**src/hw/rtl/mfd_pkg.sv**
```systemverilog
// package: types, constants and crc helper for the motion frame decoder
`default_nettype none
package mfd_pkg;

  localparam int unsigned CfgIndexWidth = 2;
  localparam int unsigned CfgDataWidth  = 8;

  localparam logic [CfgIndexWidth-1:0] REG_SYNC_FIRST    = 2'd0;
  localparam logic [CfgIndexWidth-1:0] REG_SYNC_SECOND   = 2'd1;
  localparam logic [CfgIndexWidth-1:0] REG_VELOCITY_TYPE = 2'd2;

  localparam logic [7:0] SYNC_FIRST_RESET    = 8'hAA;
  localparam logic [7:0] SYNC_SECOND_RESET   = 8'h55;
  localparam logic [7:0] VELOCITY_TYPE_RESET = 8'h01;

  localparam logic [15:0] CRC_INIT = 16'hFFFF;
  localparam logic [15:0] CRC_POLY = 16'hA001;

  localparam logic [4:0] POS_SYNC_FIRST  = 5'd0;
  localparam logic [4:0] POS_SYNC_SECOND = 5'd1;
  localparam logic [4:0] POS_TYPE        = 5'd2;
  localparam logic [4:0] POS_CRC_START   = 5'd2;
  localparam logic [4:0] POS_CRC_END     = 5'd13;
  localparam logic [4:0] POS_FRAME_BYTES = 5'd16;

  typedef struct packed {
    logic [7:0] sync_first;
    logic [7:0] sync_second;
    logic [7:0] velocity_type;
  } cfg_t;

  typedef struct packed {
    logic        frame_ok;
    logic [31:0] linear_bits;
    logic [31:0] angular_bits;
    logic [7:0]  drive_mode;
    logic [7:0]  sequence_number;
  } result_t;

  function automatic logic [15:0] crc_byte(input logic [15:0] crc_in, input logic [7:0] b);
    logic [15:0] c;
    c = crc_in ^ {8'h00, b};
    for (int k = 0; k < 8; k++) begin
      if (c[0]) begin
        c = (c >> 1) ^ CRC_POLY;
      end else begin
        c = c >> 1;
      end
    end
    return c;
  endfunction

endpackage
`default_nettype wire

```
**src/hw/rtl/mfd_if.sv**
```systemverilog
// stream interfaces for frame bytes in and decoded frames out
`default_nettype none
interface mfd_in_if;
  logic       valid;
  logic       ready;
  logic [7:0] data_byte;
  logic       last_byte;

  modport source (output valid, output data_byte, output last_byte, input ready);
  modport sink (input valid, input data_byte, input last_byte, output ready);
endinterface

interface mfd_out_if;
  logic        valid;
  logic        ready;
  logic        frame_ok;
  logic [31:0] linear_bits;
  logic [31:0] angular_bits;
  logic [7:0]  drive_mode;
  logic [7:0]  sequence_number;

  modport source (output valid, output frame_ok, output linear_bits, output angular_bits,
                  output drive_mode, output sequence_number, input ready);
  modport sink (input valid, input frame_ok, input linear_bits, input angular_bits,
                input drive_mode, input sequence_number, output ready);
endinterface
`default_nettype wire

```
**src/hw/rtl/mfd_frame.sv**
```systemverilog
// frame state: header check, crc, field capture and end-of-frame result
`default_nettype none
module mfd_frame (
  input  wire logic            clk,
  input  wire logic            rst,
  input  wire logic            beat,
  input  wire logic [7:0]      data_byte,
  input  wire logic            last_byte,
  input  wire mfd_pkg::cfg_t   cfg,
  output logic                 result_valid,
  output mfd_pkg::result_t     result
);
  import mfd_pkg::*;

  logic [4:0]  byte_position, byte_position_next;
  logic [15:0] running_crc, running_crc_next;
  logic        header_match, header_match_next;
  logic [31:0] linear_hold, linear_hold_next;
  logic [31:0] angular_hold, angular_hold_next;
  logic [7:0]  mode_hold, mode_hold_next;
  logic [7:0]  sequence_hold, sequence_hold_next;
  logic [15:0] received_crc, received_crc_next;
  logic        ok;

  always_comb begin
    byte_position_next = byte_position;
    running_crc_next   = running_crc;
    header_match_next  = header_match;
    linear_hold_next   = linear_hold;
    angular_hold_next  = angular_hold;
    mode_hold_next     = mode_hold;
    sequence_hold_next = sequence_hold;
    received_crc_next  = received_crc;
    if (byte_position < POS_FRAME_BYTES) begin
      if (byte_position == POS_SYNC_FIRST && data_byte != cfg.sync_first) begin
        header_match_next = 1'b0;
      end
      if (byte_position == POS_SYNC_SECOND && data_byte != cfg.sync_second) begin
        header_match_next = 1'b0;
      end
      if (byte_position == POS_TYPE && data_byte != cfg.velocity_type) begin
        header_match_next = 1'b0;
      end
      if (byte_position >= POS_CRC_START && byte_position <= POS_CRC_END) begin
        running_crc_next = crc_byte(running_crc, data_byte);
      end
      case (byte_position)
        5'd4:  linear_hold_next[7:0]     = data_byte;
        5'd5:  linear_hold_next[15:8]    = data_byte;
        5'd6:  linear_hold_next[23:16]   = data_byte;
        5'd7:  linear_hold_next[31:24]   = data_byte;
        5'd8:  angular_hold_next[7:0]    = data_byte;
        5'd9:  angular_hold_next[15:8]   = data_byte;
        5'd10: angular_hold_next[23:16]  = data_byte;
        5'd11: angular_hold_next[31:24]  = data_byte;
        5'd12: mode_hold_next            = data_byte;
        5'd13: sequence_hold_next        = data_byte;
        5'd14: received_crc_next[7:0]    = data_byte;
        5'd15: received_crc_next[15:8]   = data_byte;
        default: ;
      endcase
      byte_position_next = byte_position + 5'd1;
    end
  end

  assign ok = (byte_position_next >= POS_FRAME_BYTES) && header_match_next
              && (running_crc_next == received_crc_next);

  assign result_valid           = beat && last_byte;
  assign result.frame_ok        = ok;
  assign result.linear_bits     = ok ? linear_hold_next : 32'd0;
  assign result.angular_bits    = ok ? angular_hold_next : 32'd0;
  assign result.drive_mode      = ok ? mode_hold_next : 8'd0;
  assign result.sequence_number = ok ? sequence_hold_next : 8'd0;

  always_ff @(posedge clk) begin
    if (rst || (beat && last_byte)) begin
      byte_position <= 5'd0;
      running_crc   <= CRC_INIT;
      header_match  <= 1'b1;
      linear_hold   <= 32'd0;
      angular_hold  <= 32'd0;
      mode_hold     <= 8'd0;
      sequence_hold <= 8'd0;
      received_crc  <= 16'd0;
    end else if (beat) begin
      byte_position <= byte_position_next;
      running_crc   <= running_crc_next;
      header_match  <= header_match_next;
      linear_hold   <= linear_hold_next;
      angular_hold  <= angular_hold_next;
      mode_hold     <= mode_hold_next;
      sequence_hold <= sequence_hold_next;
      received_crc  <= received_crc_next;
    end
  end
endmodule
`default_nettype wire

```
**src/hw/rtl/mfd_skid.sv**
```systemverilog
// result register with one skid entry
`default_nettype none
module mfd_skid (
  input  wire logic              clk,
  input  wire logic              rst,
  input  wire logic              push,
  input  wire mfd_pkg::result_t  push_data,
  output logic                   can_take,
  output logic                   out_valid,
  input  wire logic              out_ready,
  output mfd_pkg::result_t       out_data
);
  import mfd_pkg::*;

  result_t main_data;
  result_t skid_data;
  logic    main_valid;
  logic    skid_valid;
  logic    pop;

  assign can_take  = !skid_valid;
  assign out_valid = main_valid;
  assign out_data  = main_data;
  assign pop       = main_valid && out_ready;

  always_ff @(posedge clk) begin
    if (rst) begin
      main_valid <= 1'b0;
      skid_valid <= 1'b0;
    end else if (!main_valid || pop) begin
      if (skid_valid) begin
        main_valid <= 1'b1;
        main_data  <= skid_data;
        skid_valid <= 1'b0;
      end else begin
        main_valid <= push;
        main_data  <= push_data;
      end
    end else if (push) begin
      skid_valid <= 1'b1;
      skid_data  <= push_data;
    end
  end
endmodule
`default_nettype wire

```
**src/hw/rtl/motion_frame_decoder_crc16.sv**
```systemverilog
// top level of the motion frame decoder with crc-16 check
//
//  channel  dir  fields                                            beat
//  in_ch    in   data_byte, last_byte                              valid && ready
//  out_ch   out  frame_ok, linear_bits, angular_bits,              valid && ready
//                drive_mode, sequence_number
//  cfg      in   cfg_we, cfg_index, cfg_data                       cfg_we
//
// one byte per ready cycle; the eight crc shift steps unroll into a shallow xor network
// a result reaches the output register or skid entry the cycle after its last byte
// in_ch.ready drops only while both the output register and the skid entry hold results
// rst is synchronous: registers go to their reset values, no clearing pass
`default_nettype none
module motion_frame_decoder_crc16 (
  input  wire logic                                 clk,
  input  wire logic                                 rst,
  input  wire logic                                 cfg_we,
  input  wire logic [mfd_pkg::CfgIndexWidth-1:0]    cfg_index,
  input  wire logic [mfd_pkg::CfgDataWidth-1:0]     cfg_data,
  mfd_in_if.sink                                    in_ch,
  mfd_out_if.source                                 out_ch
);
  import mfd_pkg::*;

  cfg_t    cfg;
  logic    beat;
  logic    can_take;
  logic    result_valid;
  result_t result;
  result_t out_data;

  always_ff @(posedge clk) begin
    if (rst) begin
      cfg.sync_first    <= SYNC_FIRST_RESET;
      cfg.sync_second   <= SYNC_SECOND_RESET;
      cfg.velocity_type <= VELOCITY_TYPE_RESET;
    end else if (cfg_we) begin
      case (cfg_index)
        REG_SYNC_FIRST:    cfg.sync_first    <= cfg_data;
        REG_SYNC_SECOND:   cfg.sync_second   <= cfg_data;
        REG_VELOCITY_TYPE: cfg.velocity_type <= cfg_data;
        default: ;
      endcase
    end
  end

  assign in_ch.ready = can_take;
  assign beat        = in_ch.valid && can_take;

  mfd_frame u_frame (
    .clk          (clk),
    .rst          (rst),
    .beat         (beat),
    .data_byte    (in_ch.data_byte),
    .last_byte    (in_ch.last_byte),
    .cfg          (cfg),
    .result_valid (result_valid),
    .result       (result)
  );

  mfd_skid u_skid (
    .clk       (clk),
    .rst       (rst),
    .push      (result_valid),
    .push_data (result),
    .can_take  (can_take),
    .out_valid (out_ch.valid),
    .out_ready (out_ch.ready),
    .out_data  (out_data)
  );

  assign out_ch.frame_ok        = out_data.frame_ok;
  assign out_ch.linear_bits     = out_data.linear_bits;
  assign out_ch.angular_bits    = out_data.angular_bits;
  assign out_ch.drive_mode      = out_data.drive_mode;
  assign out_ch.sequence_number = out_data.sequence_number;
endmodule
`default_nettype wire

```
**src/flat_wrapper.sv**
```systemverilog
// flat-port wrapper written by rule: the top's interface ports become plain ports
module motion_frame_decoder_crc16_flat import mfd_pkg::*;
  (clk, rst, cfg_we, cfg_index, cfg_data, in_ch_valid, in_ch_data_byte, in_ch_last_byte, in_ch_ready, out_ch_valid, out_ch_frame_ok, out_ch_linear_bits, out_ch_angular_bits, out_ch_drive_mode, out_ch_sequence_number, out_ch_ready);
  mfd_in_if in_ch_i ();
  mfd_out_if out_ch_i ();
  input  wire logic clk;
  input  wire logic rst;
  input  wire logic cfg_we;
  input  wire logic [mfd_pkg::CfgIndexWidth-1:0] cfg_index;
  input  wire logic [mfd_pkg::CfgDataWidth-1:0] cfg_data;
  input wire logic [$bits(in_ch_i.valid)-1:0] in_ch_valid;
  input wire logic [$bits(in_ch_i.data_byte)-1:0] in_ch_data_byte;
  input wire logic [$bits(in_ch_i.last_byte)-1:0] in_ch_last_byte;
  output wire logic [$bits(in_ch_i.ready)-1:0] in_ch_ready;
  output wire logic [$bits(out_ch_i.valid)-1:0] out_ch_valid;
  output wire logic [$bits(out_ch_i.frame_ok)-1:0] out_ch_frame_ok;
  output wire logic [$bits(out_ch_i.linear_bits)-1:0] out_ch_linear_bits;
  output wire logic [$bits(out_ch_i.angular_bits)-1:0] out_ch_angular_bits;
  output wire logic [$bits(out_ch_i.drive_mode)-1:0] out_ch_drive_mode;
  output wire logic [$bits(out_ch_i.sequence_number)-1:0] out_ch_sequence_number;
  input wire logic [$bits(out_ch_i.ready)-1:0] out_ch_ready;
  assign in_ch_i.valid = in_ch_valid;
  assign in_ch_i.data_byte = in_ch_data_byte;
  assign in_ch_i.last_byte = in_ch_last_byte;
  assign in_ch_ready = in_ch_i.ready;
  assign out_ch_valid = out_ch_i.valid;
  assign out_ch_frame_ok = out_ch_i.frame_ok;
  assign out_ch_linear_bits = out_ch_i.linear_bits;
  assign out_ch_angular_bits = out_ch_i.angular_bits;
  assign out_ch_drive_mode = out_ch_i.drive_mode;
  assign out_ch_sequence_number = out_ch_i.sequence_number;
  assign out_ch_i.ready = out_ch_ready;
  motion_frame_decoder_crc16 u_core (.clk(clk), .rst(rst), .cfg_we(cfg_we), .cfg_index(cfg_index), .cfg_data(cfg_data), .in_ch(in_ch_i), .out_ch(out_ch_i));
endmodule
```
**config.mk**
```make
export PLATFORM = sky130hd
export DESIGN_NAME = motion_frame_decoder_crc16_flat
export DESIGN_NICKNAME = d
export VERILOG_FILES = /design/src/hw/rtl/mfd_pkg.sv /design/src/hw/rtl/mfd_if.sv /design/src/hw/rtl/mfd_frame.sv /design/src/hw/rtl/mfd_skid.sv /design/src/hw/rtl/motion_frame_decoder_crc16.sv /design/src/flat_wrapper.sv
export SDC_FILE = /design/constraint.sdc
export NUM_CORES = 1
export LEC_CHECK = 0
export ABC_AREA = 1
export BUFFER_PORTS_ARGS = -buffer_cell sky130_fd_sc_hd__buf_2
export CAP_MARGIN = 15
export CORE_MARGIN = 2
export CORE_UTILIZATION = 25
export CTS_CLUSTER_SIZE = 28
export DETAILED_ROUTE_END_ITERATION = 10
export GPL_ROUTABILITY_DRIVEN = 1
export PLACE_DENSITY = 0.48
export SETUP_SLACK_MARGIN = 0.1
export SLEW_MARGIN = 5
export SYNTH_ARGS = -nofsm -noshare
export SYNTH_HDL_FRONTEND = slang
export SYNTH_SLANG_ARGS = --single-unit
```
**constraint.sdc**
```tcl
create_clock -name clk -period 10.1 [get_ports clk]
set_clock_uncertainty 0.2 [all_clocks]
set_input_delay 2.02 -clock clk [delete_from_list [all_inputs] [get_ports clk]]
set_output_delay 2.02 -clock clk [all_outputs]
set_load 0.005 [all_outputs]
```
==> impl_metrics.toml <==
[place]
detailedPlacementHpwl_um = 25800
gp_congestion = 0.909
dpl-instance-area_um2 = 16100
place.port_buffers = 106
post-place-ws_ns = 4.15

[sta]
grt_setup_unrepaired = "false"
fmax_mhz = 185
max_slew.worst_pin.slew_ns = 1.12
finalSetupViolations = 0
timing.slew.headroom = 0.251
min_period_ns = 5.40
finalMaxSlewViolations = 0
timing.setup.tns_ns = 0
fin_worst_hold_slack_ns = 0.273
min_period_over_period = 0.535
final_hold_viol_count = 0
setup_ws_ns = 4.70

[die]
core_um2 = 60000
die-height_um = 250
boundaryPins = 107
dieArea_um2 = 62300
row_count = 90
die_width_um = 250
floorplan.initialDensity = 0.251

[drt]
via_count = 12400
route.detailed.drc = 0
routedWlPerCell_um = 15.4
route.detailed.vias_per_inst = 4.46
drtPass1Iterations = 5
wl_um = 42800
route.antenna.remaining_nets = 0
drtIter0Drc = 750

[yosys]
post_syn_nets = 1952
yosysTopAreaCell = "sky130_fd_sc_hd__edfxtp_1"
per_instance_average_area_after_synthesis_um2 = 7.84
post_synth_main_area_contributors = "sky130_fd_sc_hd__edfxtp_1, sky130_fd_sc_hd__dfxtp_1, sky130_fd_sc_hd__nand2_1, sky130_fd_sc_hd__inv_1, sky130_fd_sc_hd__o21ai_0"
synth-seq-cells = 306
yosys_most_used_dff = "sky130_fd_sc_hd__edfxtp_1"
synthDominantCellAreaShare = 0.323
cells_after_synth = 1924
synth-edff-count = 162
post-synth-top-count-cell = "sky130_fd_sc_hd__nand2_1"
async_flop_share = 0
yosysWarnings = 0
post_synth_design_cell_area_um2 = 15100
synth.distinct_cells = 36
synth.yosys.seq_area_share = 0.514
synth_top_cells_by_count = "sky130_fd_sc_hd__nand2_1, sky130_fd_sc_hd__inv_1, sky130_fd_sc_hd__o21ai_0"

[clock_network]
max-clock-path-buffers = 3
cts_hold_buffers = 0
clk_pin_slew_ns = 0.06
clock_latency_reported_for_the_late_side_of_the_worst_skew_pair_ns = 0.54
htreeDepth = 2
tritoncts = "built"
cts_buf_count = 35
cts_repair_resize_count = 0
clk_root_buf = "sky130_fd_sc_hd__clkbuf_16"
post-cts-setup-buffer-count = 0
clock-sinks = 306

[critical_path]
worstPathRequired_ns = 10.14
timing.critical_path.cells = "buf_2 -> inv_1 -> nand2_1 -> nand2_1 -> nand2_1 -> nand3_1 -> nand2_1 -> nand3_1 -> nand3_1 -> nand3_1 -> nand2_1 -> nand2_1 -> nand2_1 -> nand3b_1 -> buf_4 -> nor3_1"
critPathMaxFanout = 69
worstSetupStartpointType = "input pin"
critical_path.endpoint_type = "register"
path_common_cell = "sky130_fd_sc_hd__nand2_1"
crit_type = "input pin to register"
worst-endpoint-arrival_ns = 5.44
cp_slowest_cell = "sky130_fd_sc_hd__buf_4"
cp_num_buf_inv = 3
dominant_delay_contributor_by_cell_family_on_the_critical_path = "simple AND/OR/NAND/NOR gates"
cp_slowest_stage_delay_ns = 0.85

[cells_and_area]
seqCellArea_um2 = 7750
multi_input_area_um2 = 5520
postLayoutCellArea_um2 = 17200
area_growth_pct = 14.0
design.final.nets = 1992
layout-drive-gt1-share = 0.103
final.fill_count = 6437

[grt]
grt_antenna_before_repair = 1
pin_count_of_the_biggest_net_entering_global_routing = 99
gr_usage_total = 0.138
number_of_global_route_vias_before_repair = 12100
overflow = 0
grt_first_pass_wirelength_um = 68000

[power_and_ir_drop]
pwr_density_cell_nw_per_um2 = 168
p_leak_nw = 8.37
power.ir.vdd_worst_v = 0.0000847

[outcome]
outcome = "completed"

[min_path]
timing.hold.worst.class = "register to register"

[flow_run]
drv_cap = 0
## kinds of logic after synthesis
kind of cell	count (synthesis)	share of synthesized area
DFF	306	0.514
adders and majority gates	4	0.00332
xor gates and xnor gates	23	0.0134
and+or+nand+nor	806	0.232
buffers and inverters	447	0.122
AOI/OAI and AO/OA	338	0.116
## state kept, by name (all words and copies together) (netlist names), 4 cells and up, named ones only
| register | flops |
|---|---|
| u_core.u_skid.skid_data | 81 |
| u_core.u_frame.angular_hold | 32 |
| u_core.u_frame.mode_hold | 8 |
| u_core.u_frame.linear_hold | 32 |
| u_core.u_frame.sequence_hold | 8 |
| u_core.u_frame.byte_position | 4 |
| u_core.u_frame.received_crc | 16 |
| u_core.u_frame.running_crc | 16 |
| u_core.u_skid.out_data | 81 |
| u_core.cfg | 24 |
## final timing paths
check                                               startpoint                                        to  slack (ns)  cells after the start
setup / recovery                            in_ch_data_byte[3]     u_core.u_skid.skid_data[45]$_DFFE_PP_        4.70                     16
hold / removal        u_core.u_frame.header_match$_SDFFE_PP1P_  u_core.u_frame.header_match$_SDFFE_PP1P_        0.27                      2
setup reg to reg  u_core.u_frame.byte_position[0]$_SDFFE_PP0P_     u_core.u_skid.skid_data[45]$_DFFE_PP_        5.54                     16
hold reg to reg       u_core.u_frame.header_match$_SDFFE_PP1P_  u_core.u_frame.header_match$_SDFFE_PP1P_        0.27                      2
## placed cells by master (no fill, tap or decap), types with 9 or more instances in the layout
cell and n:
sky130_fd_sc_hd__inv_1 325, sky130_fd_sc_hd__clkbuf_1 11, sky130_fd_sc_hd__nor2_1 73, sky130_fd_sc_hd__nand2_1 484
sky130_fd_sc_hd__nor3_2 21, sky130_fd_sc_hd__nand3_1 134, sky130_fd_sc_hd__dfxtp_1 143, sky130_fd_sc_hd__o211ai_1 17
sky130_fd_sc_hd__buf_4 10, sky130_fd_sc_hd__o21ai_1 9, sky130_fd_sc_hd__clkinv_1 9, sky130_fd_sc_hd__nor3_1 66
sky130_fd_sc_hd__buf_2 106, sky130_fd_sc_hd__a21oi_1 100, sky130_fd_sc_hd__o21ai_0 209, sky130_fd_sc_hd__xnor2_1 21
sky130_fd_sc_hd__clkbuf_16 35, sky130_fd_sc_hd__edfxtp_1 162
## stage by stage
step,power (mW),cells,util
after floorplan,1.62,1924,-
after global placement,1.71,2708,0.268
after detailed placement,1.71,2708,0.268
after CTS,2.93,2770,0.286
after global routing,3.02,2771,0.286
final,2.88,2772,0.286
## power breakdown
part	internal, mW	switching [mW]	total [mW]
Combinational	0.0881	0.225	0.313
Sequential	1.35	0.0197	1.37
Clock	0.682	0.516	1.20
## tightest hold or removal path, stage by stage, from the launching register on
cell,delay (ns)
sky130_fd_sc_hd__dfxtp_1,0.31
sky130_fd_sc_hd__o21ai_0,0.07
sky130_fd_sc_hd__nand2_1,0.05
## layout make-up
type	instances	share of cell area
inverters	333	0.0729
flip-flops and latches	306	0.451
well taps	782	0.0569
clock inverters	14	0.00582
diodes	1	0.000146
multi-input cells	1171	0.321
clock buffers	48	0.0550
repair buffers	117	0.0368
## layer usage
layer / track usage / vias to the layer above / share of wire
met3: 0.0259 / 64 / 0.046
li1: - / 6256 / -
met4: 0.0492 / 0 / 0.029
met2: 0.235 / 258 / 0.48
met5: 0 / - / 0
met1: 0.174 / 5795 / 0.45
Power figures use the tool's default switching activity.
